===== config.mk =====
export PLATFORM = sky130hd
export DESIGN_NAME = gregorian_date_day_stepper_core
export DESIGN_NICKNAME = d
export VERILOG_FILES = /design/src/hdl/gdds_pkg.sv /design/src/hdl/gregorian_date_day_stepper_core.sv
export SDC_FILE = /design/constraint.sdc
export NUM_CORES = 1
export LEC_CHECK = 0
export ABC_AREA = 1
export BUFFER_PORTS_ARGS = -buffer_cell sky130_fd_sc_hd__buf_2
export CAP_MARGIN = 20
export CORE_ASPECT_RATIO = 1.75
export CORE_MARGIN = 5
export CORE_UTILIZATION = 55
export CTS_CLUSTER_DIAMETER = 40
export DETAILED_ROUTE_END_ITERATION = 8
export GPL_TIMING_DRIVEN = 0
export HOLD_SLACK_MARGIN = 0.06
export PLACE_DENSITY = 0.81
export SYNTH_ARGS = -nofsm -noshare
export SYNTH_HDL_FRONTEND = slang
export SYNTH_SLANG_ARGS = --single-unit

===== constraint.sdc =====
create_clock -name clock -period 11.49 [get_ports clock]
set_input_delay 1.7235 -clock clock [delete_from_list [all_inputs] [get_ports clock]]
set_output_delay 1.7235 -clock clock [all_outputs]
set_load 0.02 [all_outputs]

===== src/hdl/gdds_pkg.sv =====
`default_nettype none

package gdds_pkg;

   // Command codes carried in the request.
   localparam logic [1:0] CMD_LOAD = 2'd0;
   localparam logic [1:0] CMD_ADD  = 2'd1;
   localparam logic [1:0] CMD_SUB  = 2'd2;

   // Calendar limits.
   localparam logic [13:0] FIRST_YEAR = 14'd1900;
   localparam logic [13:0] LAST_YEAR  = 14'd9999;
   localparam logic [3:0]  JANUARY    = 4'd1;
   localparam logic [3:0]  FEBRUARY   = 4'd2;
   localparam logic [3:0]  APRIL      = 4'd4;
   localparam logic [3:0]  JUNE       = 4'd6;
   localparam logic [3:0]  SEPTEMBER  = 4'd9;
   localparam logic [3:0]  NOVEMBER   = 4'd11;
   localparam logic [3:0]  DECEMBER   = 4'd12;
   localparam logic [4:0]  FIRST_DAY  = 5'd1;
   localparam logic [4:0]  LAST_DAY_OF_DECEMBER = 5'd31;

   // Year decomposition: a century counter (mod 100) and the century index mod 4.
   localparam logic [6:0]  LAST_IN_CENTURY = 7'd99;
   // Century index of the reset year 1900, taken mod 4.
   localparam logic [1:0]  FIRST_CENTURY_MOD4 = 2'd3;
   // floor(y / 100) == (y * RECIP_100) >> RECIP_SHIFT for every 14-bit y.
   localparam logic [12:0] RECIP_100   = 13'd5243;
   localparam int          RECIP_SHIFT = 19;

   typedef struct packed {
      logic [1:0]  command;
      logic [13:0] load_year;
      logic [3:0]  load_month;
      logic [4:0]  load_day;
      logic [15:0] day_count;
   } req_type;

   typedef struct packed {
      logic [13:0] cur_year;
      logic [3:0]  cur_month;
      logic [4:0]  cur_day;
      logic        error;
   } rsp_type;

   // Number of days in a month; months outside 1 to 12 read as 31.
   function automatic logic [4:0] month_len(input logic [3:0] month, input logic leap);
      logic [4:0] len;
      case (month)
         FEBRUARY:  len = leap ? 5'd29 : 5'd28;
         APRIL:     len = 5'd30;
         JUNE:      len = 5'd30;
         SEPTEMBER: len = 5'd30;
         NOVEMBER:  len = 5'd30;
         default:   len = 5'd31;
      endcase
      return len;
   endfunction

   // Leap rule from the low year bits, the year mod 100 and the century mod 4.
   function automatic logic leap_rule(input logic [1:0] year_low, input logic [6:0] mod100,
                                      input logic [1:0] century_mod4);
      return ((year_low == 2'd0) && (mod100 != 7'd0)) ||
             ((mod100 == 7'd0) && (century_mod4 == 2'd0));
   endfunction

endpackage

`default_nettype wire


===== src/hdl/gregorian_date_day_stepper_core.sv =====
`default_nettype none

// Holds one Gregorian date (1 Jan 1900 to 31 Dec 9999) and answers every request
// transfer with exactly one response transfer carrying the held date and an error
// flag. A load passes through the year-by-100 split, then the range check, and
// then the fill of the output register. An add or subtract moves the date one
// day per clock through a single day-step unit, min(day_count, MAX_DAY_COUNT)
// days in all, and stops early with the error flag set when a calendar bound is
// reached. The request side is ready again in the cycle the response appears.
// The block takes no new request until the current one has finished, and a
// finished response waits in its output register until it is taken; while it
// waits, the next item holds in its finish step.
module gregorian_date_day_stepper_core #(
   parameter int MAX_DAY_COUNT = 65535
) (
   input  wire                 clock,
   input  wire                 reset,
   input  wire                 req_valid,
   output logic                req_ready,
   input  gdds_pkg::req_type   req_data,
   output logic                rsp_valid,
   input  wire                 rsp_ready,
   output gdds_pkg::rsp_type   rsp_data
);

   localparam int CNT_W = $clog2(MAX_DAY_COUNT + 1);
   localparam int CMP_W = (CNT_W > 16) ? CNT_W : 16;

   localparam logic [2:0] ST_IDLE   = 3'd0;
   localparam logic [2:0] ST_LDQ    = 3'd1;
   localparam logic [2:0] ST_LDCHK  = 3'd2;
   localparam logic [2:0] ST_STEP   = 3'd3;
   localparam logic [2:0] ST_FINISH = 3'd4;

   logic [2:0]        state_ff, state_in;
   gdds_pkg::req_type req_ff, req_in;
   logic [CNT_W-1:0]  cnt_ff, cnt_in;
   logic [7:0]        quot_ff, quot_in;
   logic              err_ff, err_in;
   logic [13:0]       year_ff, year_in;
   logic [3:0]        month_ff, month_in;
   logic [4:0]        day_ff, day_in;
   logic [6:0]        mod100_ff, mod100_in;
   logic [1:0]        cent4_ff, cent4_in;
   logic              rsp_valid_ff, rsp_valid_in;
   gdds_pkg::rsp_type rsp_ff, rsp_in;

   logic [CMP_W-1:0]  count_ext;
   logic [CMP_W-1:0]  count_max;
   logic [CMP_W-1:0]  count_clamp;
   logic [26:0]       ld_prod;
   logic [13:0]       ld_hund;
   logic [13:0]       ld_rem;
   logic              ld_leap;
   logic              ld_ok;
   logic              cur_leap;
   logic [4:0]        cur_len;
   logic [4:0]        prev_len;
   logic              slot_free;

   // Clamp the requested day count to the configured maximum.
   assign count_ext   = CMP_W'(req_data.day_count);
   assign count_max   = CMP_W'(MAX_DAY_COUNT);
   assign count_clamp = (count_ext > count_max) ? count_max : count_ext;

   // Quotient by 100 of the load year through a reciprocal multiply.
   assign ld_prod = 27'(req_ff.load_year) * 27'(gdds_pkg::RECIP_100);

   // Remainder by 100 as shift-and-add, then the load validity check.
   assign ld_hund = 14'({quot_ff, 6'b0}) + 14'({quot_ff, 5'b0}) + 14'({quot_ff, 2'b0});
   assign ld_rem  = req_ff.load_year - ld_hund;
   assign ld_leap = gdds_pkg::leap_rule(req_ff.load_year[1:0], ld_rem[6:0], quot_ff[1:0]);
   assign ld_ok   = (req_ff.load_year >= gdds_pkg::FIRST_YEAR) &&
                    (req_ff.load_year <= gdds_pkg::LAST_YEAR) &&
                    (req_ff.load_month >= gdds_pkg::JANUARY) &&
                    (req_ff.load_month <= gdds_pkg::DECEMBER) &&
                    (req_ff.load_day >= gdds_pkg::FIRST_DAY) &&
                    (req_ff.load_day <= gdds_pkg::month_len(req_ff.load_month, ld_leap));

   // Month lengths around the held date for the day-step unit.
   assign cur_leap = gdds_pkg::leap_rule(year_ff[1:0], mod100_ff, cent4_ff);
   assign cur_len  = gdds_pkg::month_len(month_ff, cur_leap);
   assign prev_len = gdds_pkg::month_len(month_ff - 4'd1, cur_leap);

   assign slot_free = !rsp_valid_ff || rsp_ready;

   assign req_ready = (state_ff == ST_IDLE);
   assign rsp_valid = rsp_valid_ff;
   assign rsp_data  = rsp_ff;

   // Sequencer and the shared day-step unit.
   always_comb begin
      state_in     = state_ff;
      req_in       = req_ff;
      cnt_in       = cnt_ff;
      quot_in      = quot_ff;
      err_in       = err_ff;
      year_in      = year_ff;
      month_in     = month_ff;
      day_in       = day_ff;
      mod100_in    = mod100_ff;
      cent4_in     = cent4_ff;
      rsp_valid_in = rsp_valid_ff && !rsp_ready;
      rsp_in       = rsp_ff;

      case (state_ff)
         ST_IDLE: begin
            if (req_valid) begin
               req_in = req_data;
               cnt_in = count_clamp[CNT_W-1:0];
               err_in = 1'b0;
               case (req_data.command)
                  gdds_pkg::CMD_LOAD: state_in = ST_LDQ;
                  gdds_pkg::CMD_ADD:  state_in = ST_STEP;
                  gdds_pkg::CMD_SUB:  state_in = ST_STEP;
                  default:            state_in = ST_FINISH;
               endcase
            end
         end
         ST_LDQ: begin
            quot_in  = ld_prod[gdds_pkg::RECIP_SHIFT +: 8];
            state_in = ST_LDCHK;
         end
         ST_LDCHK: begin
            if (ld_ok) begin
               year_in   = req_ff.load_year;
               month_in  = req_ff.load_month;
               day_in    = req_ff.load_day;
               mod100_in = ld_rem[6:0];
               cent4_in  = quot_ff[1:0];
            end else begin
               err_in = 1'b1;
            end
            state_in = ST_FINISH;
         end
         ST_STEP: begin
            if (cnt_ff == '0) begin
               state_in = ST_FINISH;
            end else if (req_ff.command == gdds_pkg::CMD_ADD) begin
               cnt_in = cnt_ff - CNT_W'(1);
               if (day_ff < cur_len) begin
                  day_in = day_ff + 5'd1;
               end else if (month_ff < gdds_pkg::DECEMBER) begin
                  month_in = month_ff + 4'd1;
                  day_in   = gdds_pkg::FIRST_DAY;
               end else if (year_ff >= gdds_pkg::LAST_YEAR) begin
                  err_in   = 1'b1;
                  state_in = ST_FINISH;
               end else begin
                  year_in  = year_ff + 14'd1;
                  month_in = gdds_pkg::JANUARY;
                  day_in   = gdds_pkg::FIRST_DAY;
                  if (mod100_ff == gdds_pkg::LAST_IN_CENTURY) begin
                     mod100_in = 7'd0;
                     cent4_in  = cent4_ff + 2'd1;
                  end else begin
                     mod100_in = mod100_ff + 7'd1;
                  end
               end
            end else begin
               cnt_in = cnt_ff - CNT_W'(1);
               if (day_ff > gdds_pkg::FIRST_DAY) begin
                  day_in = day_ff - 5'd1;
               end else if (month_ff > gdds_pkg::JANUARY) begin
                  month_in = month_ff - 4'd1;
                  day_in   = prev_len;
               end else if (year_ff <= gdds_pkg::FIRST_YEAR) begin
                  err_in   = 1'b1;
                  state_in = ST_FINISH;
               end else begin
                  year_in  = year_ff - 14'd1;
                  month_in = gdds_pkg::DECEMBER;
                  day_in   = gdds_pkg::LAST_DAY_OF_DECEMBER;
                  if (mod100_ff == 7'd0) begin
                     mod100_in = gdds_pkg::LAST_IN_CENTURY;
                     cent4_in  = cent4_ff - 2'd1;
                  end else begin
                     mod100_in = mod100_ff - 7'd1;
                  end
               end
            end
         end
         ST_FINISH: begin
            if (slot_free) begin
               rsp_valid_in       = 1'b1;
               rsp_in.cur_year    = year_ff;
               rsp_in.cur_month   = month_ff;
               rsp_in.cur_day     = day_ff;
               rsp_in.error       = err_ff;
               state_in           = ST_IDLE;
            end
         end
         default: begin
            state_in = ST_IDLE;
         end
      endcase
   end

   // Control state and the held date.
   always_ff @(posedge clock) begin
      if (reset) begin
         state_ff     <= ST_IDLE;
         rsp_valid_ff <= 1'b0;
         year_ff      <= gdds_pkg::FIRST_YEAR;
         month_ff     <= gdds_pkg::JANUARY;
         day_ff       <= gdds_pkg::FIRST_DAY;
         mod100_ff    <= 7'd0;
         cent4_ff     <= gdds_pkg::FIRST_CENTURY_MOD4;
         cnt_ff       <= '0;
         err_ff       <= 1'b0;
      end else begin
         state_ff     <= state_in;
         rsp_valid_ff <= rsp_valid_in;
         year_ff      <= year_in;
         month_ff     <= month_in;
         day_ff       <= day_in;
         mod100_ff    <= mod100_in;
         cent4_ff     <= cent4_in;
         cnt_ff       <= cnt_in;
         err_ff       <= err_in;
      end
   end

   // Payload registers.
   always_ff @(posedge clock) begin
      req_ff  <= req_in;
      quot_ff <= quot_in;
      rsp_ff  <= rsp_in;
   end

`ifndef SYNTHESIS
   // The held month never leaves the calendar range.
   assert property (@(posedge clock) disable iff (reset)
      (month_ff >= gdds_pkg::JANUARY) && (month_ff <= gdds_pkg::DECEMBER))
      else $error("held month out of range");

   // The held day fits the length of the held month.
   assert property (@(posedge clock) disable iff (reset)
      (day_ff >= gdds_pkg::FIRST_DAY) && (day_ff <= cur_len))
      else $error("held day past end of month");

   // Each stepping cycle that stays in the step state uses up one day of the count.
   assert property (@(posedge clock) disable iff (reset)
      (state_ff == ST_STEP) && (state_in == ST_STEP) |=>
      (cnt_ff == $past(cnt_ff) - CNT_W'(1)))
      else $error("day counter did not advance");

   // A response is only loaded when the output register is free or being taken.
   assert property (@(posedge clock) disable iff (reset)
      rsp_valid && !rsp_ready |=> rsp_valid && $stable(rsp_data))
      else $error("pending response overwritten");
`endif

endmodule

`default_nettype wire

==> flow_summary.ini <==
[synth]
yosysTopAreaCellShare = 0.1635
synth_largest_area_cell = sky130_fd_sc_hd__ha_1
synth_enable_flop_cells = 54
synth.lib_cells_used.distinct = 52
synth-async-reset-ratio = 0
synthMostInstantiatedCell = sky130_fd_sc_hd__nand2_1
synth_area_mm2 = 0.01049
yosys_warnings = 0
synth_area_per_cell_um2 = 7.819
ys_seq_area_frac = 0.2558
register_bit_total_from_synthesis = 107
top_ff_cell_synth = sky130_fd_sc_hd__edfxtp_1
yosys-top-cells-area = sky130_fd_sc_hd__ha_1 16%, sky130_fd_sc_hd__edfxtp_1 15%, sky130_fd_sc_hd__fa_1 12%
post_synth_inst_count = 1341
synth_top_cells_by_count = 259 x sky130_fd_sc_hd__nand2_1, 235 x sky130_fd_sc_hd__inv_1, 137 x sky130_fd_sc_hd__ha_1, 115 x sky130_fd_sc_hd__nor2_1, 89 x sky130_fd_sc_hd__nand3_1
synth_fp_nets = 1586

[worst_setup_path]
crit_path_leading_delay_family = adder cells
r2r.worst_path.cells = 16
r2r-start = req_ff[36]$_DFFE_PP_
count_of_buffering_cells_on_the_critical_path_with_inverters_included = 4
worstPathCellList = fa_1, ha_1, inv_1, fa_1, inv_1, fa_1, inv_1, fa_1, inv_1, ha_1, nand2_1, nor3_1, nand4_1, nand3_1, a21oi_1, xor2_1
r2r_setup_slack_ns = 6.53
crit_path_max_delay_cell_type = sky130_fd_sc_hd__edfxtp_1
worst_ep_required_time_ns = 11.59
crit-reg2reg-capture = quot_ff[3]$_DFFE_PP_
timing.critical_path.arrival_ns = 5.06
critPathCaptureType = flip-flop
crit_fanout = 10
crit_path_start_kind = flip-flop
crit_path_max_incr_delay_ns = 0.72
setup.worst_path.class = reg -> reg

[cts]
cts.root.buffer_cell = sky130_fd_sc_hd__clkbuf_16
tritoncts.num_buffers = 9
worstSkewPairLatency_ns = 0.36
cts_repair_resize_count = 0
cts.reportedPaths.clkPinSlew_ns = 0.07
cts_buffer_depth = 2
cts_htree_levels = 3
tritoncts = done
cts.sink_count = 107
post-cts-setup-buffers = 0
postCtsHoldBufs = 0

[global_route]
grt_start_max_net_pins = 21
grt_antenna_before_repair = 0
grt_first_pass_wirelength_um = 45730
grtUsageTotal = 0.2679
globalRouteOverflowTotal = 0
grt_pass1_vias = 9428

[min_path]
worst_hold_path_type = reg -> reg
whs_endpoint = rsp_data[3]$_DFFE_PP_
hold-path-cell-count = 0
timing.hold.worst.start = day_ff[2]$_SDFFE_PP0P_

[floorplanning]
die_width_um = 114.4
core_ar_mm2 = 0.01866
std_cell_rows = 66
floorplan.io_pins = 71
initial_core_util = 0.5618
die_footprint_mm2 = 0.02203
chipHeight_um = 192.7

[timing]
rsz0062_at_grt = false
slew_violations = 0
post-route-period-util = 0.4317
fmax_mhz = 201.6
finalSetupViolations = 0
hold_viol = 0
timing.setup.tns_ns = 0
worst-slew-pin-transition_ns = 0.8507
final_period_minus_worst_setup_slack_ns = 4.960
finalClockSkew_ns = 0.008361
slew_headroom = 0.4322

[finish]
area_growth_pct = 9.343
antenna_cells = 0
final_layout_size_suffix_gt1_frac = 0.1029
layout.filler_cells = 1671
layout.nets = 1669

[run]
max_capacitance_violation_count = 0

[routing]
via_per_inst = 5.642
detailedRoute.firstPassIterationCount = 8
drt_wl_total_um = 28820
vias = 9405
drt-initial-drc-count = 570
drc = 0
postRouteAntennaNets = 0
route.detailed.wl_per_inst_um = 17.29

[placement]
post-dp-hpwl_um = 23830
place_congestion = 0.9823
place.port_buffers = 70

[status]
outcome = finished clean
layer usage:
metal  track usage  routed length, um  part of all wire
met1        0.2498               9335              0.32
met2        0.5036              15570              0.54
met3       0.02887               1140             0.040
met4        0.2309               2774             0.096
met5             0                  0                 0
cell families after synthesis:
group,after synthesis,share of synthesized area
and+or+nand+nor,546,0.2319
buffers and inverters,271,0.1030
adders and majority gates,200,0.2838
AOI/OAI and AO/OA,184,0.09785
DFF,107,0.2558
muxes,1,0.0009547
xor gates and xnor gates,32,0.02673
worst reg2reg max path, delay by kind of cell, from the launching register on:
family                   cells  cell delay [ns]
AO/OA/AOI/OAI                1             0.11
flip-flops                   1             0.72
buffers and inverters        4             0.22
AND/OR/NAND/NOR              4             0.78
adder cells (fa/ha/maj)      6             2.71
XOR/XNOR                     1             0.17
state kept, by name, indices dropped and copies added (netlist names), 2 cells and up:
register / count
cent4_ff: 2
state_ff: 3
month_ff: 4
day_ff: 5
rsp_data: 24
req_ff: 25
cnt_ff: 16
quot_ff: 5
mod100_ff: 7
year_ff: 14
worst max path at each step:
stage                              start                   end  cells past startpoint
finish              req_ff[36]$_DFFE_PP_  quot_ff[3]$_DFFE_PP_                     16
global route        req_ff[36]$_DFFE_PP_  quot_ff[3]$_DFFE_PP_                     16
CTS                 req_ff[36]$_DFFE_PP_  quot_ff[3]$_DFFE_PP_                     16
detailed placement  req_ff[36]$_DFFE_PP_  quot_ff[3]$_DFFE_PP_                     16
global placement    req_ff[36]$_DFFE_PP_  quot_ff[3]$_DFFE_PP_                     16
floorplan           req_ff[36]$_DFFE_PP_  quot_ff[3]$_DFFE_PP_                     16
final cells by class:
cell class	count	area (um2)	share of cell area
plain buffers	27	156.4	0.01364
clock buffers	11	242.7	0.02117
clock inverters	5	52.55	0.004584
inverters	244	923.4	0.08054
multi-input cells	963	6729	0.5869
flip-flops and latches	107	2683	0.2340
well taps	238	297.8	0.02597
repair buffers	72	380.4	0.03318
metrics by stage:
step                hold WS, ns  setup slack [ns]    util  std cells  cell area [um2]
CTS                      0.4478             6.544  0.6143       1667            11460
global route             0.4561             6.313  0.6143       1667            11460
detailed placement       0.4316             6.542  0.5985       1651            11170
floorplan                0.4090             7.189       -       1341            10490
finish                   0.4404             6.530  0.6143       1667            11460
global placement         0.4229             6.537  0.5965       1649            11130
layout by cell type (no fill, tap or decap), types with 3 or more instances in the layout:
master / instances
sky130_fd_sc_hd__fa_1: 63
sky130_fd_sc_hd__xnor2_1: 10
sky130_fd_sc_hd__buf_6: 5
sky130_fd_sc_hd__nand4_1: 29
sky130_fd_sc_hd__xor2_1: 22
sky130_fd_sc_hd__o21ai_0: 58
sky130_fd_sc_hd__buf_2: 78
sky130_fd_sc_hd__o211ai_1: 3
sky130_fd_sc_hd__a31oi_1: 4
sky130_fd_sc_hd__nand3_1: 89
sky130_fd_sc_hd__edfxtp_1: 54
sky130_fd_sc_hd__clkbuf_1: 9
sky130_fd_sc_hd__or2_2: 9
sky130_fd_sc_hd__nand3_4: 3
sky130_fd_sc_hd__nor2_1: 114
sky130_fd_sc_hd__dfxtp_1: 53
sky130_fd_sc_hd__clkbuf_16: 9
sky130_fd_sc_hd__o31ai_1: 6
sky130_fd_sc_hd__o21bai_1: 11
sky130_fd_sc_hd__nor2_4: 3
sky130_fd_sc_hd__nor3_1: 15
sky130_fd_sc_hd__inv_1: 235
sky130_fd_sc_hd__inv_2: 5
sky130_fd_sc_hd__ha_1: 137
sky130_fd_sc_hd__nand2_1: 259
sky130_fd_sc_hd__nor2_2: 7
sky130_fd_sc_hd__buf_1: 4
sky130_fd_sc_hd__nand2_2: 6
sky130_fd_sc_hd__inv_4: 3
sky130_fd_sc_hd__o22ai_1: 3
sky130_fd_sc_hd__a21oi_1: 82
sky130_fd_sc_hd__a21o_1: 3
Power is not shown: default switching activity piles up to over one toggle a cycle in this logic, so the estimate is an artifact.
